==> config.mk <==
export PLATFORM = sky130hd
export DESIGN_NAME = rgbc_queue
export DESIGN_NICKNAME = d
export VERILOG_FILES = /design/src/hw/rtl/rgbc_pkg.sv /design/src/hw/rtl/rgbc_queue.sv
export SDC_FILE = /design/constraint.sdc
export NUM_CORES = 1
export LEC_CHECK = 0
export ABC_AREA = 0
export ABC_CLOCK_PERIOD_IN_PS = 2700
export BUFFER_PORTS_ARGS = -buffer_cell sky130_fd_sc_hd__buf_2
export CAP_MARGIN = 20
export CORE_ASPECT_RATIO = 0.6
export CORE_UTILIZATION = 54
export DETAILED_ROUTE_END_ITERATION = 12
export GPL_ROUTABILITY_DRIVEN = 0
export HOLD_SLACK_MARGIN = 0.08
export PLACE_DENSITY = 0.71
export SLEW_MARGIN = 15
export SYNTH_ARGS = -nofsm -noshare
export SYNTH_HDL_FRONTEND = slang
export SYNTH_SLANG_ARGS = --single-unit
==> constraint.sdc <==
create_clock -name i_clk -period 2.7 [get_ports i_clk]
set_clock_uncertainty 0.05 [all_clocks]
set_input_delay 0.54 -clock i_clk [delete_from_list [all_inputs] [get_ports i_clk]]
set_output_delay 0.54 -clock i_clk [all_outputs]
set_load 0.02 [all_outputs]
==> src/hw/rtl/rgbc_pkg.sv <==
package rgbc_pkg;

    localparam int LINE_MAX_DEF = 1024;
    localparam int QUEUE_DEPTH_DEF = 8;
    localparam int KERNEL = 3;
    localparam int PIXEL_MAX = 255;
    localparam logic [10:0] HEIGHT_CAP = 11'd1024;
    localparam logic [10:0] ROW_CAP = 11'd2047;

    localparam logic [2:0] REG_FRAME_WIDTH = 3'd0;
    localparam logic [2:0] REG_FRAME_HEIGHT = 3'd1;
    localparam logic [2:0] REG_COEF_TOP = 3'd2;
    localparam logic [2:0] REG_COEF_MID = 3'd3;
    localparam logic [2:0] REG_COEF_BOTTOM = 3'd4;

    localparam logic OP_PIXEL = 1'b0;
    localparam logic OP_DRAIN = 1'b1;

    localparam logic [10:0] FRAME_WIDTH_RST = 11'd1024;
    localparam logic [10:0] FRAME_HEIGHT_RST = 11'd1024;
    localparam logic [47:0] COEF_TOP_RST = 48'd0;
    localparam logic [47:0] COEF_MID_RST = 48'h0000_0100_0000;
    localparam logic [47:0] COEF_BOTTOM_RST = 48'd0;

    typedef struct packed {
        logic       op;
        logic [7:0] red_in;
        logic [7:0] green_in;
        logic [7:0] blue_in;
    } t_in;

    typedef struct packed {
        logic [7:0] red_out;
        logic [7:0] green_out;
        logic [7:0] blue_out;
        logic       frame_end;
    } t_out;

    // one classified item handed from front to back
    typedef struct packed {
        logic        proc;
        logic        primed;
        logic        rv0;
        logic        rv2;
        logic        cv0;
        logic        cv2;
        logic        last;
        logic [23:0] pix;
    } t_op;

endpackage

==> src/hw/rtl/rgbc_queue.sv <==
module rgbc_queue #(
    parameter int DEPTH = rgbc_pkg::QUEUE_DEPTH_DEF,
    parameter int PW = $clog2(DEPTH),
    parameter int KW = $clog2(DEPTH + 1)
) (
    input  logic           i_clk,
    input  logic           i_rst_n,
    input  logic           i_push,
    input  rgbc_pkg::t_out i_data,
    input  logic           i_pop,
    output logic           o_valid,
    output rgbc_pkg::t_out o_data
);

    rgbc_pkg::t_out r_mem [DEPTH];
    logic [PW-1:0]  r_wp, r_rp;
    logic [KW-1:0]  r_cnt;

    always_ff @(posedge i_clk) begin
        if (i_push) begin
            r_mem[r_wp] <= i_data;
        end
    end

    always_ff @(posedge i_clk) begin
        if (!i_rst_n) begin
            r_wp <= '0;
            r_rp <= '0;
            r_cnt <= '0;
        end else begin
            if (i_push) r_wp <= (r_wp == PW'(DEPTH - 1)) ? '0 : r_wp + PW'(1);
            if (i_pop) r_rp <= (r_rp == PW'(DEPTH - 1)) ? '0 : r_rp + PW'(1);
            r_cnt <= r_cnt + KW'(i_push) - KW'(i_pop);
        end
    end

    assign o_valid = (r_cnt != '0);
    assign o_data = r_mem[r_rp];

endmodule

* After elaboration in Yosys (flattened, before gate mapping)
Memory sizes are Yosys's and may differ from the RTL's. A register that Yosys moved wholly into a read port is not among the register bits. Cells that the tools add are included.
Storage, ports and cells: bits in registers 10, RAM bits 200, input bits 29, output and inout port bits 26, word-level logic and storage cells 17, memories 1
Cells by class: $add $sub $neg 4, equal/unequal tests 2, mux-type cells 6, reduce and logical (&&, ||, !) cells 1
Memories:
- r_mem | words 8, width 25, read ports 1, clocked after Yosys merged registers in 1, wr ports 1, line rgbc_queue.sv:15 | rgbc_pkg::t_out r_mem [DEPTH];
Operator list (number):
- 2-to-1 mux 3 bit | 4
- adder 3 x 1 -> 3 bit, second input constant | 2
- == test 3 bit, second input constant | 2
- adder 4 x 1 -> 4 bit | 1
- nonzero test 4 bit | 1
- subtractor 4 x 1 -> 4 bit | 1
- 2-to-1 mux 1 bit | 2

* Depth between registers and ports, before layout
Gate-level depths: netlist of run 1.
depth after elaboration 4, mapped depth 7, gate-level depth less buffers 7

* Worst setup path after synthesis of run 1
OpenSTA, ideal clock, no wires.
path kind input to register, start input i_push, end memory r_mem[0][0] (netlist bit) (enable), setup time 438 ps, arrival 2382 ps, data required time 2212 ps, setup slack -171 ps, cell stages on the path 2, buffers on the path 0, cells stage by stage nand2b_1 -> nor3_1
Between the ends: word-level cells in the longest chain between the ends 2
Ends and longest elaborated chain:
- start, declared | line rgbc_queue.sv:8 | input logic i_push,
- 2-to-1 mux 1 bit | line rgbc_queue.sv:20 | if (i_push) begin
- 2-to-1 mux 1 bit (not written as such) | line rgbc_queue.sv:21 | r_mem[r_wp] <= i_data;
- end, declared | line rgbc_queue.sv:15
No other way between the ends.

==> metrics.md, run 1 <==
| Metric | Value |
|---|---|
| Outcome | finished with violations |
| Violated checks | negative setup slack |
| RSZ-0062 raised after global routing | yes |
| Post-Syn Instances | 361 |
| Die X | 163 um |
| Post-DR vias/cell | 5.77 |
| Clk Latency, worst-skew pair | 0.49 ns |
| Crit-path max cell delay | 0.58 ns |
| Total of max-cap violations | 0 |
| Max VDD drop | 0.510 mV |
| Hold buffer count at cts | 0 |
| Min cycle time layout | 2.76 ns |
| GRT overflow | 0 |
| Vias in the first global route | 3789 |
| CTS max path bufs | 3 |
| Global-route wire length before repair | 22.5 mm |
| Final Net Count | 477 |
| Post-route cell area | 0.00961 sq mm |
| Crit. End Element | output pin |
| Drt pass-1 iters | 4 |
| HPWL after detailed placement | 7.98 mm |
| H-Tree Depth | 1 |
| Row count | 34 |
| WL final | 15.1 mm |
| Min-Delay Path Class | in -> reg |
| Slew @ Worst Pin | 0.469 ns |
| CTS tree | built |
| Clk root buf | clkbuf_16 |
| Fin. Hold Viols | 0 |
| Slew Limit Fails | 0 |
| Placed instance area | 0.00894 sq mm |
| 1st-iter DRT viols | 257 |
| Part of the Yosys area used for sequential elements | 0.750 |
| Die ar. | 0.0160 sq mm |
| # IOs | 55 |
| Final cell count without fillers | 647 |
| Synth Cell Area | 0.00835 sq mm |
| Wire length per cell | 23.3 um |
| CTS Buf Count | 20 |
| Dpl cells | 612 |
| Final WS setup | -0.0619 ns |
| Crit path required time | 2.11 ns |
| Synth cell types | 25 |
| CP max FO | 25 |
| WP data arrival | 2.17 ns |
| Ant. Diodes | 0 |
| Clock Pin Slew Worst Setup and Hold Paths | 0.06 ns |
| Initial antenna violation count | 0 |
| DR vias | 3730 |
| Most frequent cells in the layout | edfxtp_1, buf_2, mux4_1 |
| Pwr/cell area | 734 mW/mm^2 |
| Area growth from synthesis to layout | 15.0% |
| Ys Warns | 0 |
| TNS Setup | -0.684 ns |
| Initial Utilization | 0.564 |
| Die H | 98.3 um |
| Fin util | 0.649 |
| CP startpoint kind | flop |
| Mean area per synthesized cell | 23.1 sq um |
| Largest net degree at the start of global routing | 51 |
| Buffers on Ports | 54 |
| Syn_nets | 400 |
| Core Region | 0.0148 sq mm |
| CP top delay family | multiplexers |
| Commonest non-fill, non-tap cell in the layout | edfxtp_1 |
| CP cell instances | buf_16 > mux4_1 > mux2_2 > buf_2 |
| Final period utilization | 1.02 |
| Slowest stage cell, crit path | mux4_1 |
| Relative slew slack | 0.687 |
| Layout cells sized above 1 | 0.323 |
| #FFs+latches synth | 213 |
| P_leak | 0.00323 uW |
| GRT Total Usage | 0.197 |
| Achievable frequency | 362 MHz |
| Crit Path Category | reg -> out |
| CP bufs+invs | 2 |
| Antenna-violating nets left | 0 |
| CTS Sinks | 213 |
| DRC viols | 0 |
| Endpoints failing setup | 17 |
==> through the flow <==
step           setup slack (ns)  hold WS, ns  power (uW)
2_1_floorplan             0.512        0.463        4180
3_3_place_gp              0.380        0.477        4350
3_5_place_dp              0.352        0.498        4380
4_1_cts                 -0.0862        0.252        7100
5_1_grt                  -0.119        0.262        7280
6_report                -0.0619        0.264        7050
==> cell usage after synthesis, drive strengths merged <==
master	n	area, sq um
edfxtp	200	6010
mux4	50	1310
mux2	25	282
buf	13	93.8
dfxtp	13	260
ha	9	113
inv	8	30.0
and2	6	37.5
nand2	6	22.5
nor2	6	22.5
nand2b	4	25.0
clkbuf	3	11.3
mux2i	3	30.0
nor2b	3	18.8
nor3	2	10.0
o22ai	2	12.5
a21o	1	7.51
a21oi	1	5.00
fa	1	20.0
nand3	1	5.00
nor3b	1	7.51
o21a	1	7.51
o21ai	1	5.00
xor2	1	8.76
==> power by group <==
part	switching [uW]	internal [uW]	total (uW)	leakage [uW]
sequential	28.3	3700	3730	0.00193
clock	1110	1600	2710	0.000304
combinational	332	282	614	0.00100
==> area by class of cell <==
| type | count | area (sq um) |
|---|---|---|
| Sequential cell | 213 | 6270 |
| Fill cell | 983 | 5190 |
| Multi-Input combinational cell | 124 | 1950 |
| Clock buffer | 25 | 541 |
| Timing Repair Buffer | 71 | 492 |
| Tap cell | 198 | 248 |
| Clock inverter | 8 | 83.8 |
| Inverter | 8 | 30.0 |
==> registers in the layout, indices dropped and copies added, names as in the netlist, named ones only <==
name   cells
r_wp       3
r_cnt      4
r_rp       3
r_mem    200
==> layer usage <==
layer / up-vias / track usage / wire length, um
met5: - / 0 / 0
met4: 0 / 0.0604 / 308
met3: 25 / 0.0378 / 814
met2: 107 / 0.301 / 6880
met1: 1918 / 0.291 / 7060
li1: 1680 / - / -
==> worst paths after layout <==
check | from | to | slack, ns | cells after the start
worst max-delay path | flop | o_data[7] | -0.06 | 4
worst min-delay path | i_data[1] | r_mem[2][1] | 0.26 | 1
worst max register to register | r_cnt[0] | r_cnt[2] | 0.96 | 7
worst min register to register | r_rp[2] | flop | 0.49 | 2
==> worst reg2reg max path, stage by stage, from the launching register on <==
cell	delay, ns
dfxtp_1	0.31
inv_1	0.05
ha_1	0.27
inv_1	0.04
ha_1	0.20
fa_1	0.40
xor2_1	0.16
and2_1	0.15
==> timing repair <==
| action | 4_1_cts | 5_1_grt |
|---|---|---|
| pin swaps | 0 | 0 |
| endpoints found under the setup margin | 25 | 25 |
| resized for setup | 16 | 13 |
| setup buffers | 0 | 0 |
| cloned | 2 | 0 |
==> logic make-up after synthesis <==
kind of cell,synth area share
flops,0.750
mux,0.195
simple gates,0.0178
buf+inv,0.0162
fa+ha+maj,0.0159
compound gates,0.00449
xor+xnor,0.00105
No activity file was read; power rests on OpenSTA's default activity.
==> run 2: changes to the inputs <==
--- a/config.mk
+++ b/config.mk
@@ -5,16 +5,17 @@
 export SDC_FILE = /design/constraint.sdc
 export NUM_CORES = 1
 export LEC_CHECK = 0
-export ABC_AREA = 0
+export ABC_AREA = 1
 export ABC_CLOCK_PERIOD_IN_PS = 2700
 export BUFFER_PORTS_ARGS = -buffer_cell sky130_fd_sc_hd__buf_2
 export CAP_MARGIN = 20
 export CORE_ASPECT_RATIO = 0.6
-export CORE_UTILIZATION = 54
+export CORE_UTILIZATION = 55
 export DETAILED_ROUTE_END_ITERATION = 12
 export GPL_ROUTABILITY_DRIVEN = 0
 export HOLD_SLACK_MARGIN = 0.08
-export PLACE_DENSITY = 0.71
+export PLACE_DENSITY = 0.72
+export SETUP_SLACK_MARGIN = 0.02
 export SLEW_MARGIN = 15
 export SYNTH_ARGS = -nofsm -noshare
 export SYNTH_HDL_FRONTEND = slang
==> metrics.md, run 2 <==
| Metric | Value |
|---|---|
| GRT Total Usage | 0.240 (+0.0429) |
| RSZ-0062 raised after global routing | no |
| Mean area per synthesized cell | 9.88 sq um (-57%) |
| Drt pass-1 iters | 5 (+1) |
| Worst-case reg-to-reg path depth | 4 (-3) |
| Synth Cell Area | 0.00937 sq mm (+12%) |
| CP max FO | 100 (+300%) |
| Total power | 7350 uW (+4.3%) |
| Top_reg_cell synth | edfxtp_1 |
| Clk Latency, worst-skew pair | 0.50 ns (about the same) |
| Crit. End Element | output pin |
| Part of the Yosys area used for sequential elements | 0.669 (-0.0813) |
| # IOs | 55 (unchanged) |
| Layout fillers | 1301 (+32%) |
| Antenna-violating nets left | 0 (unchanged) |
| Ant. Diodes | 0 (unchanged) |
| Crit path required time | 2.11 ns (about the same) |
| Row count | 36 (+5.9%) |
| Final period utilization | 0.924 (-0.0986) |
| HPWL after detailed placement | 11.4 mm (+43%) |
| Placed instance area | 0.00996 sq mm (+11%) |
| Max VDD drop | 0.427 mV (-16%) |
| Total of max-cap violations | 0 (unchanged) |
| M1 GR Usage | 0.353 (+0.0620) |
| Final WS setup | 0.204 ns (+0.266 ns) |
| Synth cell types | 18 (-28%) |
| CTS Sinks | 213 (unchanged) |
| Min-Delay Path Class | in -> reg |
| Initial Utilization | 0.570 (+0.00562) |
| 1st-iter DRT viols | 564 (+120%) |
| Post-synth EDFFs | 200 (unchanged) |
| Reg2reg start | r_wp[0] |
| M3 GR Usage | 0.0369 (-0.000956) |
| Hold EP | r_mem[2][8] |
| Post-DR vias/cell | 4.92 (-15%) |
| Min cycle time layout | 2.50 ns (-0.266 ns) |
| Outcome | complete, no violations |
| TNS Setup | 0 ns (+0.684 ns) |
| Endpoints failing setup | 0 (-17) |
| P_leak | 0.00492 uW (+52%) |
| CTS Buf Count | 21 (+5.0%) |
| DR vias | 6139 (+65%) |
| R2r setup slk | 0.96 ns (about the same) |
| Vias in the first global route | 5883 (+55%) |
| Crit-path max cell delay | 0.39 ns (-0.19 ns) |
| Crit Path Category | reg -> out |
| Post-synth top area cell | edfxtp_1 |
| Relative slew slack | 0.687 (about the same) |
| Yosys top cell area share | 0.641 (-0.0779) |
| Die ar. | 0.0176 sq mm (+10%) |
| GR peak layer | met2 |
| Most common cell in the netlist | nand2_1 |
| Die X | 171 um (+4.9%) |
| WL final | 19.8 mm (+32%) |
| Ys Warns | 0 (unchanged) |
| Grt met2 use | 0.377 (+0.0759) |
| Syn_nets | 987 (+150%) |
| CTS tree | built |
| Global-route wire length before repair | 31.4 mm (+39%) |
| Reg2reg end | r_mem[0][23] |
| Post-Syn Instances | 948 (+160%) |
| Layout cells sized above 1 | 0.114 (-0.209) |
| Slew Limit Fails | 0 (unchanged) |
| DRC viols | 0 (unchanged) |
| Commonest cells in the netlist | nand2_1, inv_1, edfxtp_1, nand3_1, buf_2 |
| CTS max path bufs | 3 (unchanged) |
| Synth async-reset ratio | 0 (unchanged) |
| Most frequent cells in the layout | nand2_1, inv_1, edfxtp_1 |
| Largest Register | r_mem |
| WP data arrival | 1.91 ns (-0.26 ns) |
| Initial antenna violation count | 0 (unchanged) |
| Regs by FF count | r_mem: 200 flops, r_cnt: 4 flops |
| Achievable frequency | 401 MHz (+11%) |
| Setup repair bufs after CTS | 0 (unchanged) |
| CP top delay family | buffers and inverters |
| Core Region | 0.0164 sq mm (+11%) |
| Largest net degree at the start of global routing | 101 (+98%) |
| GRT overflow | 0 (unchanged) |
| CP bufs+invs | 2 (unchanged) |
| CP most frequent cell | nand2_1 |
| Pwr/cell area | 694 mW/mm^2 (-5.4%) |
| Post-route cell area | 0.0106 sq mm (+10%) |
| Place WS | 0.629 ns (+0.277 ns) |
| Die H | 103 um (+4.8%) |
| H-Tree Depth | 1 (unchanged) |
| Max reg flops | 200 (unchanged) |
| Commonest non-fill, non-tap cell in the layout | nand2_1 |
| #FFs+latches synth | 213 (unchanged) |
| Clock Pin Slew Worst Setup and Hold Paths | 0.06 ns (about the same) |
| Area growth from synthesis to layout | 13.0% |
| Slowest stage cell, crit path | buf_12 |
| CP startpoint kind | flop |
| Wire length per cell | 15.9 um (-32%) |
| Final Net Count | 1047 (+120%) |
| Fin. Hold Viols | 0 (unchanged) |
| CP cell instances | buf_12 > nand2_1 > nand3_1 > nand2_1 > nand2_1 > nand2_1 > buf_2 |
| Buffers on Ports | 54 (unchanged) |
| Fin util | 0.644 (-0.00496) |
| Cell depth of the worst min-delay path | 1 (unchanged) |
| Dominant cells by area after synthesis | edfxtp_1, nand2_1, inv_1, nand3_1, dfxtp_1 |
| Hold Path Origin | i_data[8] |
| Slew @ Worst Pin | 0.468 ns (-0.000799 ns) |
| Clk root buf | clkbuf_16 |
run 2: cell types whose count changed after synthesis, sizes merged, moves of 4 or more:
cell,before,now
a21oi,1,6
nor2,6,14
mux2,25,0
nand2,6,341
nand3,1,103
and2,6,0
buf,13,34
mux4,50,0
nand2b,4,0
inv,8,219
run 2: logic make-up after synthesis:
group,count (synthesis),synth area share
flops,213,0.669
buf+inv,256,0.113
fa+ha+maj,10,0.0142
xor+xnor,1,0.000935
compound gates,9,0.00507
simple gates,459,0.198
run 2: layout make-up:
class                   instances  area [sq um]  area share
multi-input cells             479          2100       0.199
flip-flops and latches        213          6270       0.592
clock inverters                11          86.3     0.00815
repair buffers                 74           490      0.0463
well taps                     228           285      0.0269
inverters                     219           822      0.0776
clock buffers                  23           533      0.0503
run 2: worst max-delay path by stage:
stage	slack, ns	end	cells after the start	from
finish	0.20	o_data[22]	7	flop
global route	0.11	o_data[10]	7	flop
CTS	0.09	o_data[22]	8	flop
detailed placement	0.63	o_data[22]	8	flop
global placement	0.67	o_data[22]	8	flop
floorplan	0.51	r_mem[1][0]	2	i_push
run 2: metal layers:
layer | wire length (um) | vias up
met4 | 361 | 0
met5 | 0 | -
met2 | 8800 | 201
li1 | - | 3055
met1 | 9420 | 2851
met3 | 1240 | 32
run 2: repair_timing:
item / 4_1_cts / 5_1_grt
resized for setup: 0 / 2
endpoints found under the setup margin: 0 / 3
hold buffers: 0 / 0
run 2: power by group:
| group | internal (uW) | total [uW] | leakage, uW | switching (uW) |
|---|---|---|---|---|
| registers | 3720 | 3750 | 0.00193 | 31.5 |
| logic | 283 | 900 | 0.00269 | 617 |
| clock network | 1520 | 2700 | 0.000310 | 1180 |
| total | 5520 | 7350 | 0.00492 | 1830 |
run 2: per-stage QoR:
stage / cells / hold slack [ns]
after floorplan: 948 / 0.409
after global placement: 1213 / 0.434
after detailed placement: 1213 / 0.442
after CTS: 1247 / 0.255
after global routing: 1247 / 0.269
final: 1247 / 0.265
