<file path="config.mk">
export PLATFORM = sky130hd
export DESIGN_NAME = rgbc_front
export DESIGN_NICKNAME = d
export VERILOG_FILES = /design/src/hw/rtl/rgbc_pkg.sv /design/src/hw/rtl/rgbc_front.sv
export SDC_FILE = /design/constraint.sdc
export NUM_CORES = 1
export LEC_CHECK = 0
export ABC_AREA = 1
export BUFFER_PORTS_ARGS = -buffer_cell sky130_fd_sc_hd__buf_2
export CAP_MARGIN = 5
export CORE_UTILIZATION = 56
export DETAILED_ROUTE_END_ITERATION = 10
export PLACE_DENSITY_LB_ADDON = 0.05
export SLEW_MARGIN = 5
export SYNTH_ARGS = -nofsm -noshare
export SYNTH_HDL_FRONTEND = slang
export SYNTH_SLANG_ARGS = --single-unit
export TNS_END_PERCENT = 30
</file>
<file path="constraint.sdc">
create_clock -name i_clk -period 4.7 [get_ports i_clk]
set_clock_uncertainty 0.05 [all_clocks]
set_input_delay 0.705 -clock i_clk [delete_from_list [all_inputs] [get_ports i_clk]]
set_output_delay 0.705 -clock i_clk [all_outputs]
set_load 0.03 [all_outputs]
</file>
<file path="src/hw/rtl/rgbc_pkg.sv">
package rgbc_pkg;

    localparam int LINE_MAX_DEF = 1024;
    localparam int QUEUE_DEPTH_DEF = 8;
    localparam int KERNEL = 3;
    localparam int PIXEL_MAX = 255;
    localparam logic [10:0] HEIGHT_CAP = 11'd1024;
    localparam logic [10:0] ROW_CAP = 11'd2047;

    localparam logic [2:0] REG_FRAME_WIDTH = 3'd0;
    localparam logic [2:0] REG_FRAME_HEIGHT = 3'd1;
    localparam logic [2:0] REG_COEF_TOP = 3'd2;
    localparam logic [2:0] REG_COEF_MID = 3'd3;
    localparam logic [2:0] REG_COEF_BOTTOM = 3'd4;

    localparam logic OP_PIXEL = 1'b0;
    localparam logic OP_DRAIN = 1'b1;

    localparam logic [10:0] FRAME_WIDTH_RST = 11'd1024;
    localparam logic [10:0] FRAME_HEIGHT_RST = 11'd1024;
    localparam logic [47:0] COEF_TOP_RST = 48'd0;
    localparam logic [47:0] COEF_MID_RST = 48'h0000_0100_0000;
    localparam logic [47:0] COEF_BOTTOM_RST = 48'd0;

    typedef struct packed {
        logic       op;
        logic [7:0] red_in;
        logic [7:0] green_in;
        logic [7:0] blue_in;
    } t_in;

    typedef struct packed {
        logic [7:0] red_out;
        logic [7:0] green_out;
        logic [7:0] blue_out;
        logic       frame_end;
    } t_out;

    // one classified item handed from front to back
    typedef struct packed {
        logic        proc;
        logic        primed;
        logic        rv0;
        logic        rv2;
        logic        cv0;
        logic        cv2;
        logic        last;
        logic [23:0] pix;
    } t_op;

endpackage

</file>
<file path="src/hw/rtl/rgbc_front.sv">
module rgbc_front #(
    parameter int LINE_MAX = rgbc_pkg::LINE_MAX_DEF,
    parameter int QUEUE_DEPTH = rgbc_pkg::QUEUE_DEPTH_DEF,
    parameter int CW = $clog2(LINE_MAX),
    parameter int KW = $clog2(QUEUE_DEPTH + 1)
) (
    input  logic             i_clk,
    input  logic             i_rst_n,
    input  logic             i_valid,
    input  rgbc_pkg::t_in    i_data,
    output logic             o_stall,
    input  logic             i_pop,
    input  logic [10:0]      i_frame_width,
    input  logic [10:0]      i_frame_height,
    output logic             o_rd_en,
    output logic [CW-1:0]    o_rd_addr,
    output rgbc_pkg::t_op    o_op,
    output logic [CW-1:0]    o_col,
    output logic [KW-1:0]    o_credit
);

    localparam int EW = ($clog2(LINE_MAX + 1) > 11) ? $clog2(LINE_MAX + 1) : 11;

    logic [CW-1:0] r_in_col, n_in_col;
    logic [10:0]   r_in_row, n_in_row;
    logic [CW-1:0] r_out_col, n_out_col;
    logic [9:0]    r_out_row, n_out_row;
    logic [KW-1:0] r_credit;
    rgbc_pkg::t_op r_op, n_op;
    logic [CW-1:0] r_col;

    logic [EW-1:0] fw, w;
    logic [10:0]   h;
    logic          acc, done, in_wrap, out_wrap, primed, last, proc;

    always_comb begin
        fw = EW'(i_frame_width);
        if (fw == '0) w = EW'(1);
        else if (fw > EW'(LINE_MAX)) w = EW'(LINE_MAX);
        else w = fw;
        if (i_frame_height == 11'd0) h = 11'd1;
        else if (i_frame_height > rgbc_pkg::HEIGHT_CAP) h = rgbc_pkg::HEIGHT_CAP;
        else h = i_frame_height;
    end

    assign o_stall = (r_credit >= KW'(QUEUE_DEPTH));
    assign acc = i_valid && !o_stall;
    assign done = (r_in_row >= h);
    // drain items are dropped while frame pixels are still due
    assign proc = acc && !((i_data.op == rgbc_pkg::OP_DRAIN) && !done);
    assign primed = (r_in_row >= 11'd2) || ((r_in_row == 11'd1) && (r_in_col != '0));
    assign in_wrap = (EW'(r_in_col) + EW'(1)) >= w;
    assign out_wrap = (EW'(r_out_col) + EW'(1)) >= w;
    assign last = ((11'(r_out_row) + 11'd1) >= h) && out_wrap;

    always_comb begin
        n_in_col = r_in_col;
        n_in_row = r_in_row;
        n_out_col = r_out_col;
        n_out_row = r_out_row;
        n_op.proc = proc;
        n_op.primed = primed;
        n_op.rv0 = (r_out_row != 10'd0);
        n_op.rv2 = (11'(r_out_row) + 11'd1) < h;
        n_op.cv0 = (r_out_col != '0);
        n_op.cv2 = !out_wrap;
        n_op.last = last;
        n_op.pix = done ? 24'd0 : {i_data.blue_in, i_data.green_in, i_data.red_in};
        if (proc) begin
            if (in_wrap) begin
                n_in_col = '0;
                if (r_in_row < rgbc_pkg::ROW_CAP) n_in_row = r_in_row + 11'd1;
            end else begin
                n_in_col = r_in_col + CW'(1);
            end
            if (primed) begin
                if (last) begin
                    n_in_col = '0;
                    n_in_row = '0;
                    n_out_col = '0;
                    n_out_row = '0;
                end else if (out_wrap) begin
                    n_out_col = '0;
                    n_out_row = r_out_row + 10'd1;
                end else begin
                    n_out_col = r_out_col + CW'(1);
                end
            end
        end
    end

    always_ff @(posedge i_clk) begin
        if (!i_rst_n) begin
            r_in_col <= '0;
            r_in_row <= '0;
            r_out_col <= '0;
            r_out_row <= '0;
            r_credit <= '0;
            r_op <= '0;
        end else begin
            r_in_col <= n_in_col;
            r_in_row <= n_in_row;
            r_out_col <= n_out_col;
            r_out_row <= n_out_row;
            r_op <= n_op;
            r_credit <= r_credit + KW'(proc && primed) - KW'(i_pop);
        end
    end

    always_ff @(posedge i_clk) begin
        r_col <= r_in_col;
    end

    assign o_rd_en = proc;
    assign o_rd_addr = r_in_col;
    assign o_op = r_op;
    assign o_col = r_col;
    assign o_credit = r_credit;

endmodule

</file>
Word level (Yosys, flattened, before mapping)
Cells that the tools add are included. Widths: inputs -> output; s select.

Eq/ne operators: 1. $add $sub $neg: 9. Bitwise gates (word level): 1. Reduce and logical (&&, ||, !) cells: 20. Multiplexer cells: 15. $lt $le $gt $ge: 10.

Operators by type and width (count): $mux 11 (8); $mux 10 (7); $ge 11x11->1 (4); $add 10x1->11 const B (3); $add 10x1->10 const B (3); $reduce_bool 10->1 (3); $gt 11x11->1 const B (2); $logic_not 11->1 (2); $add 11x1->11 const B (1); $eq 11x1->1 const B (1); $ge 11x2->1 const B (1); $lt 11x11->1 (1); $lt 11x11->1 const B (1); $logic_and 1x1->1 (6); $add 4x1->4 (1); $ge 4x4->1 const B (1); $logic_not 1->1 (4); $sub 4x1->4 (1); $reduce_and 3->1 (1); $reduce_and 2->1 (1); $reduce_bool 2->1 (1); $reduce_or 2->1 (1); $logic_or 1x1->1 (1); $not 1->1 (1).

Output and inout bits: 57. Register bits: 86. Logic and storage cells: 70.

Depth between registers and ports, before layout
Gate-level depths: netlist (run 1).

Word-level depth: 11. Gate-level depth with buffers: 23.

Worst setup path before layout (run 1)
OpenSTA, ideal clock, no wires.

Kind: input to register. Start: input i_frame_height[4]. End: register r_credit[2] (netlist: o_credit[2]). Slack: 1.035 ns. Arrival: 3.487 ns. Library setup time: 0.128 ns. Stages: 22. Required time: 4.522 ns. Buffers on the path: 1. Cell sequence: nor2_1 > nand3_1 > nor4_1 > nor2_1 > inv_1 > nand2_1 > ha_1 > nand2_1 > inv_1 > nand2_1 > nor2_1 > nand2_1 > nand4_4 > nand3_2 > buf_4 > ha_1 > inv_1 > ha_1 > inv_1 > fa_1 > xor2_1 > nor2_1.

Cells in the longest elaborated chain, start to end: 11.

Ends and longest elaborated chain: start: declaration (RTL line rgbc_front.sv:14) `input logic [10:0] i_frame_height,`; $gt 11x11->1 (RTL line rgbc_front.sv:42) `else if (i_frame_height > rgbc_pkg::HEIGHT_CAP) h = rgbc_pkg::HEIGHT_CAP;`; $mux 11 (RTL line rgbc_front.sv:42); $mux 11 (*) (RTL line rgbc_front.sv:41) `if (i_frame_height == 11'd0) h = 11'd1;`; $ge 11x11->1 (*) (RTL line rgbc_front.sv:48) `assign done = (r_in_row >= h);`; $logic_not 1->1 (*) (RTL line rgbc_front.sv:50) `assign proc = acc && !((i_data.op == rgbc_pkg::OP_DRAIN) && !done);`; $logic_and 1x1->1 (*) (RTL line rgbc_front.sv:50); $logic_not 1->1 (*) (RTL line rgbc_front.sv:50); $logic_and 1x1->1 (*) (RTL line rgbc_front.sv:50); $logic_and 1x1->1 (*) (RTL line rgbc_front.sv:106) `r_credit <= r_credit + KW'(proc && primed) - KW'(i_pop);`; $add 4x1->4 (*) (RTL line rgbc_front.sv:106); $sub 4x1->4 (*) (RTL line rgbc_front.sv:106); end signal: assignment (RTL line rgbc_front.sv:106); end: declaration (RTL line rgbc_front.sv:28) `logic [KW-1:0] r_credit;`.

Every way passes the cells marked *; elsewhere a longest branch is shown, timed or not. A chain may end at the register's enable or synchronous reset.

Worst setup path after layout (run 1)
Start: input i_frame_height[4]. End: output o_rd_en.

Cells in the longest elaborated chain, start to end: 8.

Ends and longest elaborated chain: $gt 11x11->1 (RTL line rgbc_front.sv:42); $mux 11 (RTL line rgbc_front.sv:42); $mux 11 (*) (RTL line rgbc_front.sv:41); $ge 11x11->1 (*) (RTL line rgbc_front.sv:48); $logic_not 1->1 (*) (RTL line rgbc_front.sv:50); $logic_and 1x1->1 (*) (RTL line rgbc_front.sv:50); $logic_not 1->1 (*) (RTL line rgbc_front.sv:50); $logic_and 1x1->1 (*) (RTL line rgbc_front.sv:50); end: declaration (RTL line rgbc_front.sv:15) `output logic o_rd_en,`.

Marked as above.

==> impl_metrics.sql, run 1 <==
INSERT INTO impl_metrics (metric_group, metric, value, unit) VALUES
('detailed_routing', 'drt-total-wl', '13.3', 'mm'),
('critical_path', 'critical_path_arrival', '3.36', 'ns'),
('placement', 'place.gp.congestion', '0.927', ''),
('synth', 'synth.yosys.seq_area_share', '31.1', '%'),
('critical_path', 'worst_ep_required_time', '3.94', 'ns'),
('cts', 'clk_root_buffer_cell', 'clkbuf_8', ''),
('synth', 'syn_avg_cell_area', '6.62', 'um^2'),
('final_layout', 'flow.area_growth_from_synthesis', '14.7', '%'),
('final_layout', 'mostFrequentLayoutCells', '207 x nand2_1, 141 x nor2_1, 137 x inv_1', ''),
('final_layout', 'leading_cell_type_in_the_layout_fill_and_taps_excluded', 'nand2_1', ''),
('cts', 'clock-sinks', '86', ''),
('sta', 'timing_hold_violations_final', '0', ''),
('sta', 'rsz0062_at_grt', 'no', ''),
('floorplanning', 'std_cell_rows', '35', ''),
('cts', 'cts_max_path_buffers', '2', ''),
('sta', 'worst_slack', '0.582', 'ns'),
('cts', 'cts-htree-levels', '3', ''),
('pwr', 'power-per-cell-area', '274', 'nW/um^2'),
('sta', 'worst_pin_slew', '0.792', 'ns'),
('floorplanning', 'floorplan.core_area', '9420', 'um^2'),
('sta', 'finalWorstPathRequiredPeriod', '4.12', 'ns'),
('pwr', 'p_leak', '3.55', 'nW'),
('sta', 'final.hold.worst_slack', '0.356', 'ns'),
('critical_path', 'setup.worst_path.end_class', 'output port', ''),
('final_layout', 'finish.instance_area', '6340', 'um^2'),
('floorplanning', 'boundaryPins', '108', ''),
('synth', 'flip_flop_and_latch_count_after_synthesis', '86', ''),
('floorplanning', 'initial_core_util', '58.7', '%'),
('cts', 'postCtsHoldBufs', '0', ''),
('sta', 'setup_total_negative_slack', '0', 'ns'),
('cts', 'cts_tree', 'yes', ''),
('global_route', 'grt_max_degree', '25', ''),
('placement', 'dp_slack', '0.450', 'ns'),
('detailed_routing', 'avgViaCountPerCell', '5.06', ''),
('detailed_routing', 'dr_total_vias', '5424', ''),
('min_path', 'hold_class', 'flip-flop to flip-flop', ''),
('synth', 'ys_dominant_reg_cell', 'dfxtp_1', ''),
('critical_path', 'worst-setup-path-type', 'input port to output port', ''),
('sta', 'share_of_the_cycle_needed_by_the_critical_path_after_routing', '87.6', '%'),
('cts', 'clock_latency', '0.36', 'ns'),
('detailed_routing', 'route.antenna.remaining_nets', '0', ''),
('status', 'run_status', 'complete, no violations', ''),
('sta', 'timing.slew.headroom', '47.1', '%'),
('placement', 'detailed_place_hpwl', '10.4', 'mm'),
('cts', 'cts_bufs_inserted', '9', ''),
('floorplanning', 'dieWidth', '101', 'um'),
('detailed_routing', 'drt_drc_violations_left', '0', ''),
('detailed_routing', 'drtPass1Iterations', '5', ''),
('critical_path', 'crit_path_max_fanout', '23', ''),
('global_route', 'first_pass_grt_wire_length', '21.7', 'mm'),
('global_route', 'gr-usage-all-layers', '26.6', '%'),
('detailed_routing', 'detailedRoute.firstIterationViolations', '227', ''),
('synth', 'synth_area', '5530', 'um^2'),
('synth', 'largest_area_contributor_in_the_synthesized_netlist', 'dfxtp_1', ''),
('sta', 'setup_viol', '0', ''),
('detailed_routing', 'drt-wirelength-per-cell', '12.4', 'um'),
('synth', 'number_of_flops_mapped_to_enable_cells_by_yosys', '0', ''),
('placement', 'numPortBuffers', '107', ''),
('cts', 'ctsResizeCount', '0', ''),
('cts', 'postCtsSetupBuffers', '0', ''),
('sta', 'timing.final.max_slew_violations', '0', ''),
('run', 'timing.max_cap.violations', '0', ''),
('synth', 'synth_cells', '835', ''),
('pwr', 'ir_drop', '181', 'uV'),
('synth', 'synth.net_count', '945', ''),
('floorplanning', 'dieArea', '10300', 'um^2'),
('global_route', 'grt-ovfl-total', '0', ''),
('sta', 'fmax', '243', 'MHz'),
('synth', 'synth.distinct_cells', '37', ''),
('floorplanning', 'dieHeight', '101', 'um'),
('cts', 'clk_pin_slew', '0.10', 'ns'),
('synth', 'postSynth.asyncResetShare', '0', '%'),
('global_route', 'antenna_found_initial', '0', ''),
('critical_path', 'element_type_at_the_critical_path_start', 'input port', ''),
('placement', 'postPlaceCellArea', '6130', 'um^2'),
('global_route', 'first_global_vias', '4908', ''),
('final_layout', 'layout-drive-gt1-share', '15.5', '%'),
('synth', 'synth.area.top_cells', 'dfxtp_1 31%, nand2_1 14%, ha_1 13%, nor2_1 9.6%, inv_1 9.3%', ''),
('synth', 'synth_largest_type_area_fraction', '31.1', '%'),
('final_layout', 'antenna_cells', '0', ''),
('synth', 'synth.yosys.warnings', '0', ''),
('final_layout', 'nets', '1047', '');
-- synthesized netlist by cell type (4+ instances only) --
cell type  count
a21oi_1       50
buf_2          6
buf_4          4
clkbuf_1       4
dfxtp_1       86
ha_1          58
inv_1        137
inv_2          5
nand2_1      207
nand3_1       39
nand3_2        4
nand4_1       18
nor2_1       141
nor2_2         4
nor3_1         9
nor4_1         8
o21ai_0       12
xor2_1        15
-- metrics by stage --
step	instances	total power (W)	util, %
floorplan	835	0.00108	-
global placement	1055	0.00118	65.1
detailed placement	1055	0.00119	65.1
CTS	1071	0.00175	67.3
global route	1071	0.00183	67.3
finish	1071	0.00174	67.3
-- power by group --
group | switching, W | internal (W)
combinational | 0.000267 | 0.000119
sequential | 0.0000230 | 0.000764
clock | 0.000294 | 0.000269
-- kinds of logic (layout without fill, tap and decap cells) --
logic type      after synthesis  after routing  share of synthesized area [%]
simple gates                446            446                           34.8
buf+inv                     160            267                           11.7
flops                        86             86                           31.1
compound gates               69             69                           6.52
fa+ha+maj                    59             59                           13.5
xor+xnor                     15             15                           2.38
-- final timing paths --
check	slack, ns	cells past startpoint	startpoint	endpoint
hold / removal	0.36	0	o_rd_addr[1]	o_col[1]
setup / recovery	0.58	17	i_frame_height[4]	o_rd_en
setup reg to reg	1.09	16	r_out_col[0]	r_out_row[1]
hold reg to reg	0.36	0	o_rd_addr[1]	o_col[1]
-- state kept, by name, summed over array words and instances, names as in the netlist --
signal	flops
o_credit	4
o_col	10
o_rd_addr	10
o_op	31
r_out_col	10
r_out_row	10
r_in_row	11
-- per-layer routing --
metal / up-vias / GRT usage [%] / wire length [um]
li1: 2818 / - / -
met3: 26 / 4.07 / 659
met4: 0 / 10.7 / 337
met1: 2421 / 33.6 / 5970
met2: 159 / 45.3 / 6300
met5: - / 0 / 0
-- cell type report --
type | count | area, um^2
multi-input combinational | 589 | 3160
fill | 859 | 3080
sequential | 86 | 1720
timing repair buffer | 109 | 551
inverter | 142 | 533
tap | 129 | 161
clock buffer | 10 | 138
clock inverter | 6 | 75.1
-- worst max-delay path, stage by stage --
cell     delay, ns
buf_2         0.11
nor2_1        0.10
nand3_1       0.08
nor4_1        0.31
nor2_1        0.10
inv_1         0.19
nand2_1       0.11
ha_1          0.30
nand2_1       0.05
inv_1         0.06
nand2_1       0.07
nor2_1        0.11
nand2_1       0.11
nand4_4       0.16
nand2_4       0.18
inv_2         0.34
buf_2         0.27
(Power assumes the default switching activity.)
==> run 2, diff against run 1 <==
==> constraint.sdc (replaced) <==
create_clock -name i_clk -period 4.7 [get_ports i_clk]
set_clock_uncertainty 0.05 [all_clocks]
set_input_delay 0.47 -clock i_clk [delete_from_list [all_inputs] [get_ports i_clk]]
set_output_delay 0.47 -clock i_clk [all_outputs]
set_load 0.03 [all_outputs]
==> run 2 against run 1 <==
  * Clock power fell by 0.7%
  * Global-route usage up 0.20 points
  * Sequential power barely moved
  * Sequential cell count unchanged
  * Sequential share of layout area about the same
  * Core utilization decreased by 0.053 points
  * Power shrank 0.24%
  * Clock-buffer cell count is the same
  * Non-clock buffer count shrank 1
==> impl_metrics.sql, run 2 (synthesis results as in run 1) <==
INSERT INTO impl_metrics (metric_group, metric, value, unit) VALUES
('status', 'run_status', 'complete, no violations', ''),
('critical_path', 'setup.worst_path.end_class', 'output port', ''),
('run', 'timing.max_cap.violations', '0', ''),
('critical_path', 'worst-setup-path-type', 'input port to output port', ''),
('min_path', 'min_to', 'o_op[13]', ''),
('cts', 'clock-sinks', '86', ''),
('final_layout', 'filler_cell_count', '891', ''),
('critical_path', 'crit_path_max_fanout', '23', ''),
('floorplanning', 'dieWidth', '101', 'um'),
('cts', 'postCtsSetupBuffers', '0', ''),
('global_route', 'first_global_vias', '4988', ''),
('final_layout', 'leading_cell_type_in_the_layout_fill_and_taps_excluded', 'nand2_1', ''),
('sta', 'timing.final.max_slew_violations', '0', ''),
('sta', 'setup_total_negative_slack', '0', 'ns'),
('floorplanning', 'floorplan.core_area', '9420', 'um^2'),
('final_layout', 'flip_flop_count_of_the_largest_register_all_copies_and_words_added', '31', ''),
('floorplanning', 'std_cell_rows', '35', ''),
('min_path', 'holdCritStartpoint', 'i_data[13]', ''),
('detailed_routing', 'route.antenna.remaining_nets', '0', ''),
('pwr', 'power-per-cell-area', '273', 'nW/um^2'),
('final_layout', 'antenna_cells', '0', ''),
('cts', 'clk_pin_slew', '0.10', 'ns'),
('final_layout', 'nets', '1046', ''),
('cts', 'cts_bufs_inserted', '9', ''),
('detailed_routing', 'drt_drc_violations_left', '0', ''),
('sta', 'fmax', '268', 'MHz'),
('detailed_routing', 'dr_total_vias', '5484', ''),
('sta', 'timing_hold_violations_final', '0', ''),
('critical_path', 'regToRegEndpoint', 'r_out_row[2]', ''),
('min_path', 'hold_class', 'input port to flip-flop', ''),
('sta', 'finalWorstPathRequiredPeriod', '3.74', 'ns'),
('min_path', 'worstHoldPathCells', '3', ''),
('detailed_routing', 'avgViaCountPerCell', '5.13', ''),
('cts', 'cts_tree', 'yes', ''),
('sta', 'share_of_the_cycle_needed_by_the_critical_path_after_routing', '79.5', '%'),
('critical_path', 'element_type_at_the_critical_path_start', 'input port', ''),
('floorplanning', 'dieArea', '10300', 'um^2'),
('critical_path', 'r2r_slack', '1.23', 'ns'),
('sta', 'final.hold.worst_slack', '0.255', 'ns'),
('placement', 'dp_slack', '0.752', 'ns'),
('detailed_routing', 'drtPass1Iterations', '7', ''),
('global_route', 'antenna_found_initial', '0', ''),
('global_route', 'grt-ovfl-total', '0', ''),
('cts', 'cts-htree-levels', '3', ''),
('global_route', 'gr-usage-all-layers', '26.8', '%'),
('cts', 'clk_root_buffer_cell', 'clkbuf_8', ''),
('critical_path', 'worst_r2r_path_depth', '16', ''),
('sta', 'worst_pin_slew', '0.965', 'ns'),
('cts', 'ctsResizeCount', '0', ''),
('detailed_routing', 'drt-wirelength-per-cell', '12.5', 'um'),
('critical_path', 'worst_ep_required_time', '4.18', 'ns'),
('critical_path', 'critical_path_arrival', '3.22', 'ns'),
('final_layout', 'layout-drive-gt1-share', '15.4', '%'),
('global_route', 'first_pass_grt_wire_length', '21.9', 'mm'),
('sta', 'setup_viol', '0', ''),
('placement', 'place.gp.congestion', '0.903', ''),
('pwr', 'ir_drop', '166', 'uV'),
('global_route', 'grt_max_degree', '25', ''),
('final_layout', 'flow.area_growth_from_synthesis', '14.6', '%'),
('sta', 'worst_slack', '0.964', 'ns'),
('floorplanning', 'boundaryPins', '108', ''),
('cts', 'clock_latency', '0.36', 'ns'),
('final_layout', 'mostFrequentLayoutCells', '207 x nand2_1, 141 x nor2_1, 137 x inv_1', ''),
('sta', 'timing.slew.headroom', '35.5', '%'),
('sta', 'rsz0062_at_grt', 'no', ''),
('detailed_routing', 'drt-total-wl', '13.4', 'mm'),
('detailed_routing', 'detailedRoute.firstIterationViolations', '211', ''),
('floorplanning', 'initial_core_util', '58.7', '%'),
('pwr', 'p_leak', '3.54', 'nW'),
('critical_path', 'r2r_start', 'r_out_col[0]', ''),
('placement', 'numPortBuffers', '107', ''),
('placement', 'detailed_place_hpwl', '10.6', 'mm'),
('cts', 'cts_max_path_buffers', '2', ''),
('floorplanning', 'dieHeight', '101', 'um'),
('cts', 'postCtsHoldBufs', '0', '');
[run 2: critical path, stage by stage]
cell and delay (ns):
buf_2 0.11, nor2_1 0.11, nand3_1 0.10, nor4_1 0.29, nor2_1 0.10, inv_1 0.19, nand2_1 0.11, ha_1 0.31
nand2_1 0.05, inv_1 0.06, nand2_1 0.07, nor2_1 0.12, nand2_1 0.11, nand4_4 0.16, nand2_4 0.19, inv_2 0.36
buf_2 0.27
[run 2: per-stage QoR]
step,cells,total power (W),area [um^2],util (%)
after floorplan,835,0.00108,5530,-
after detailed placement,1054,0.00119,6120,65.0
after global routing,1070,0.00182,6330,67.3
after CTS,1070,0.00175,6330,67.3
final,1070,0.00173,6330,67.3
after global placement,1054,0.00118,6120,65.0
[run 2: final cells by class]
class                           instances  area [um^2]  area share (%)
Clock buffer                           10          138            2.17
Clock inverter                          6         77.6            1.22
Inverter                              142          533            8.41
Multi-Input combinational cell        589         3160            49.9
Sequential cell                        86         1720            27.2
Tap cell                              129          161            2.55
Timing Repair Buffer                  108          543            8.57
[run 2: worst max-delay path by stage]
stage	startpoint	endpoint	slack, ns
after detailed placement	i_frame_height[4]	o_credit[2]	0.75
final	i_frame_height[4]	o_rd_en	0.96
after global routing	i_frame_height[4]	o_credit[3]	0.67
after global placement	i_frame_height[4]	o_credit[2]	0.95
after floorplan	i_frame_height[4]	o_credit[2]	1.27
after CTS	i_frame_height[4]	o_rd_en	1.03
[run 2: metal layers]
| metal | share of wire [%] | global-route usage (%) | vias up | routed length (um) |
|---|---|---|---|---|
| li1 | - | - | 2816 | - |
| met1 | 44 | 33.6 | 2506 | 5880 |
| met2 | 49 | 46.6 | 137 | 6590 |
| met3 | 4.8 | 4.07 | 25 | 643 |
| met4 | 2.2 | 9.25 | 0 | 292 |
| met5 | 0 | 0 | - | 0 |
[run 2: power breakdown]
group / internal [W] / switching (W)
combinational: 0.000118 / 0.000267
sequential: 0.000764 / 0.0000235
clock: 0.000270 / 0.000289
total: 0.00115 / 0.000580
==> run 3, diff against run 2 <==
- ABC_AREA: 1 -> 0
- CORE_UTILIZATION: 56 -> 50
- clock period: 4.7 -> 3.3 ns (I/O delays scaled with it)
==> run 3 against run 2 <==
  * Sequential cell count stayed put
  * Area after synthesis is 11% lower
  * Register-to-register slack worse by 1.1 ns
  * Power is 41% higher
  * Die area is 0.69% lower
  * Core utilization is 1.6 points higher
  * Hold slack worse by 0.14 ns
  * Non-clock buffer count is 63 higher
  * Via count is 16% lower
  * Critical endpoint is now r_in_row[4]
  * Sequential share of layout area is 0.32 points lower
==> impl_metrics.sql, run 3 <==
INSERT INTO impl_metrics (metric_group, metric, value, unit) VALUES
('synth', 'synth.net_count', '683', ''),
('cts', 'clk_root_buffer_cell', 'clkbuf_8', ''),
('pwr', 'clkPwrFrac', '35.4', '%'),
('pwr', 'ir_drop', '283', 'uV'),
('detailed_routing', 'drt-total-wl', '12.3', 'mm'),
('sta', 'fmax', '313', 'MHz'),
('cts', 'cts-htree-levels', '3', ''),
('run', 'timing.max_cap.violations', '0', ''),
('critical_path', 'category_of_cells_accounting_for_the_largest_share_of_critical_path_delay', 'simple AND/OR/NAND/NOR gates', ''),
('synth', 'number_of_flops_mapped_to_enable_cells_by_yosys', '0', ''),
('pwr', 'gate_power_share', '19.4', '%'),
('critical_path', 'worstSetupStartpoint', 'o_rd_addr[0]', ''),
('floorplanning', 'floorplan.core_area', '9370', 'um^2'),
('global_route', 'first_pass_grt_wire_length', '20.2', 'mm'),
('critical_path', 'critical_path_buffer_and_inverter_count', '1', ''),
('synth', 'postSynth.asyncResetShare', '0', '%'),
('detailed_routing', 'dr_total_vias', '4616', ''),
('global_route', 'global_route.usage.met3', '4.02', '%'),
('global_route', 'gr-max-usage-layer', 'met2', ''),
('pwr', 'intPower', '0.00169', 'W'),
('synth', 'flip_flop_and_latch_count_after_synthesis', '86', ''),
('critical_path', 'crit_path_max_fanout', '7', ''),
('floorplanning', 'initial_core_util', '52.3', '%'),
('sta', 'timing.slew.headroom', '40.4', '%'),
('sta', 'timing_hold_violations_final', '0', ''),
('pwr', 'power', '0.00244', 'W'),
('critical_path', 'setup.worst_path.end_class', 'flip-flop', ''),
('sta', 'worst_pin_slew', '0.894', 'ns'),
('placement', 'postPlaceCellArea', '5980', 'um^2'),
('critical_path', 'slowest_delay', '0.40', 'ns'),
('floorplanning', 'std_cell_rows', '35', ''),
('global_route', 'grt-ovfl-total', '0', ''),
('cts', 'cts_tree', 'yes', ''),
('critical_path', 'critical_path_arrival', '3.44', 'ns'),
('final_layout', 'flip_flop_count_of_the_largest_register_all_copies_and_words_added', '31', ''),
('synth', 'syn_avg_cell_area', '8.55', 'um^2'),
('critical_path', 'worst-setup-path-type', 'flip-flop to flip-flop', ''),
('floorplanning', 'dieWidth', '101', 'um'),
('sta', 'timing.final.max_slew_violations', '0', ''),
('synth', 'yosys.cell_count.top_type', 'dfxtp_1', ''),
('final_layout', 'antenna_cells', '0', ''),
('min_path', 'hold_class', 'input port to flip-flop', ''),
('placement', 'dp_cells', '849', ''),
('floorplanning', 'boundaryPins', '108', ''),
('global_route', 'grt_max_degree', '31', ''),
('critical_path', 'timing.critical_path.cells', 'and3_1 > nand3_1 > or2_4 > nor2_1 > xor2_1 > ha_1 > nand4_1 > a211oi_2 > nor3_2 > buf_4 > or3_4 > or3_1 > a21oi_1', ''),
('cts', 'cts_bufs_inserted', '9', ''),
('sta', 'setup_viol', '0', ''),
('final_layout', 'nets', '845', ''),
('detailed_routing', 'detailedRoute.firstIterationViolations', '171', ''),
('critical_path', 'slowest_stage_cell_crit_path', 'or3_4', ''),
('pwr', 'p_sw', '0.000742', 'W'),
('detailed_routing', 'drtPass1Iterations', '4', ''),
('sta', 'share_of_the_cycle_needed_by_the_critical_path_after_routing', '96.8', '%'),
('cts', 'cts_max_path_buffers', '2', ''),
('floorplanning', 'dieHeight', '101', 'um'),
('min_path', 'holdCritStartpoint', 'i_data[11]', ''),
('pwr', 'power_switching_share', '30.5', '%'),
('pwr', 'p_leak', '2.96', 'nW'),
('global_route', 'first_global_vias', '4425', ''),
('synth', 'largest_area_contributor_in_the_synthesized_netlist', 'dfxtp_1', ''),
('final_layout', 'final_cells', '869', ''),
('synth', 'synth.area.top_cells', 'dfxtp_1 35%, ha_1 15%, nand2_1 5.3%, a21oi_1 4.0%, xnor2_1 3.4%', ''),
('sta', 'rsz0062_at_grt', 'yes', ''),
('placement', 'numPortBuffers', '107', ''),
('detailed_routing', 'drt-wirelength-per-cell', '14.1', 'um'),
('floorplanning', 'dieArea', '10200', 'um^2'),
('synth', 'synth_largest_type_area_fraction', '35.1', '%'),
('final_layout', 'layout-drive-gt1-share', '33.2', '%'),
('cts', 'clock-sinks', '86', ''),
('global_route', 'fraction_of_met2_tracks_used_by_global_routing', '43.2', '%'),
('detailed_routing', 'drt_drc_violations_left', '0', ''),
('detailed_routing', 'avgViaCountPerCell', '5.31', ''),
('global_route', 'antenna_found_initial', '0', ''),
('final_layout', 'mostFrequentLayoutCells', '107 x buf_2, 77 x dfxtp_1, 69 x nand2_1', ''),
('critical_path', 'worst_ep_required_time', '3.54', 'ns'),
('placement', 'detailed_place_hpwl', '9.23', 'mm'),
('cts', 'clock_latency', '0.36', 'ns'),
('placement', 'place.gp.congestion', '0.841', ''),
('global_route', 'gr-usage-all-layers', '24.7', '%'),
('status', 'run_status', 'complete, no violations', ''),
('cts', 'clk_pin_slew', '0.10', 'ns'),
('synth', 'synth.yosys.warnings', '0', ''),
('detailed_routing', 'route.antenna.remaining_nets', '0', ''),
('global_route', 'use_met1', '31.3', '%'),
('critical_path', 'r2r_start', 'o_rd_addr[0]', ''),
('synth', 'synth.yosys.seq_area_share', '35.1', '%'),
('synth', 'ys_dominant_reg_cell', 'dfxtp_1', ''),
('critical_path', 'element_type_at_the_critical_path_start', 'flip-flop', ''),
('final_layout', 'finish.instance_area', '6450', 'um^2'),
('pwr', 'power-per-cell-area', '377', 'nW/um^2'),
('synth', 'synth_area', '4900', 'um^2'),
('sta', 'finalWorstPathRequiredPeriod', '3.20', 'ns'),
('final_layout', 'flow.area_growth_from_synthesis', '31.6', '%'),
('synth', 'synth.distinct_cells', '58', ''),
('synth', 'synth_top_cells_by_count', '86 x dfxtp_1, 69 x nand2_1, 58 x ha_1', ''),
('pwr', 'seq_pwr_share', '45.2', '%'),
('final_layout', 'leading_cell_type_in_the_layout_fill_and_taps_excluded', 'buf_2', ''),
('synth', 'synth_cells', '573', '');
-- run 3: kinds of logic (layout without fill, tap and decap cells) --
kind of cell / Yosys count / in the layout / share of synthesized area [%]
buffers and inverters: 45 / 212 / 3.70
AND/OR/NAND/NOR: 246 / 246 / 26.3
multiplexers: 2 / 2 / 0.460
XOR/XNOR: 29 / 29 / 5.18
flip-flops: 86 / 86 / 35.1
AO/OA/AOI/OAI: 106 / 106 / 14.0
adder cells (fa/ha/maj): 59 / 59 / 15.2
-- run 3: final cells by class --
cell class	count	area (um^2)
multi-input combinational	442	3210
sequential	86	1730
timing repair buffer	171	1020
clock buffer	9	124
inverter	25	93.8
tap	129	161
fill	796	2920
clock inverter	7	103
-- run 3: metrics by stage --
step           utilization [%]  TNS (ns)  setup WS, ns  hold slack (ns)
6_report                  68.8         0         0.105            0.110
5_1_grt                   68.8    -0.372       -0.0677           0.0925
4_1_cts                   66.6         0        0.0116            0.100
3_5_place_dp              63.8    -0.738        -0.242            0.367
3_3_place_gp              63.8   -0.0439       -0.0439            0.364
2_1_floorplan                -         0       0.00412            0.383
-- run 3: final timing paths --
kind	to	slack (ns)	depth (start not counted)
max reg2reg	r_in_row[4]	0.10	13
max	r_in_row[4]	0.10	13
min	o_op[11]	0.11	2
min reg2reg	o_col[3]	0.38	0
-- run 3: repair_timing --
item	4_1_cts	5_1_grt
gates resized for setup	5	42
buffers inserted	0	4
pin swaps	0	22
cloned	0	0
endpoints found under the setup margin	6	30
hold buffers	0	0
-- run 3: metal layers --
layer | vias up | share of wire (%)
met5 | - | 0
met4 | 0 | 1.1
met3 | 12 | 4.0
met2 | 113 | 50
met1 | 2143 | 44
li1 | 2348 | -
-- run 3: power groups by stage --
stage               Sequential, W  Combinational, W  Clock, W
floorplan                 0.00121          0.000213         0
global placement          0.00112          0.000443         0
detailed placement        0.00112          0.000458         0
CTS                       0.00110          0.000464  0.000885
global route              0.00111          0.000517  0.000935
finish                    0.00110          0.000474  0.000861
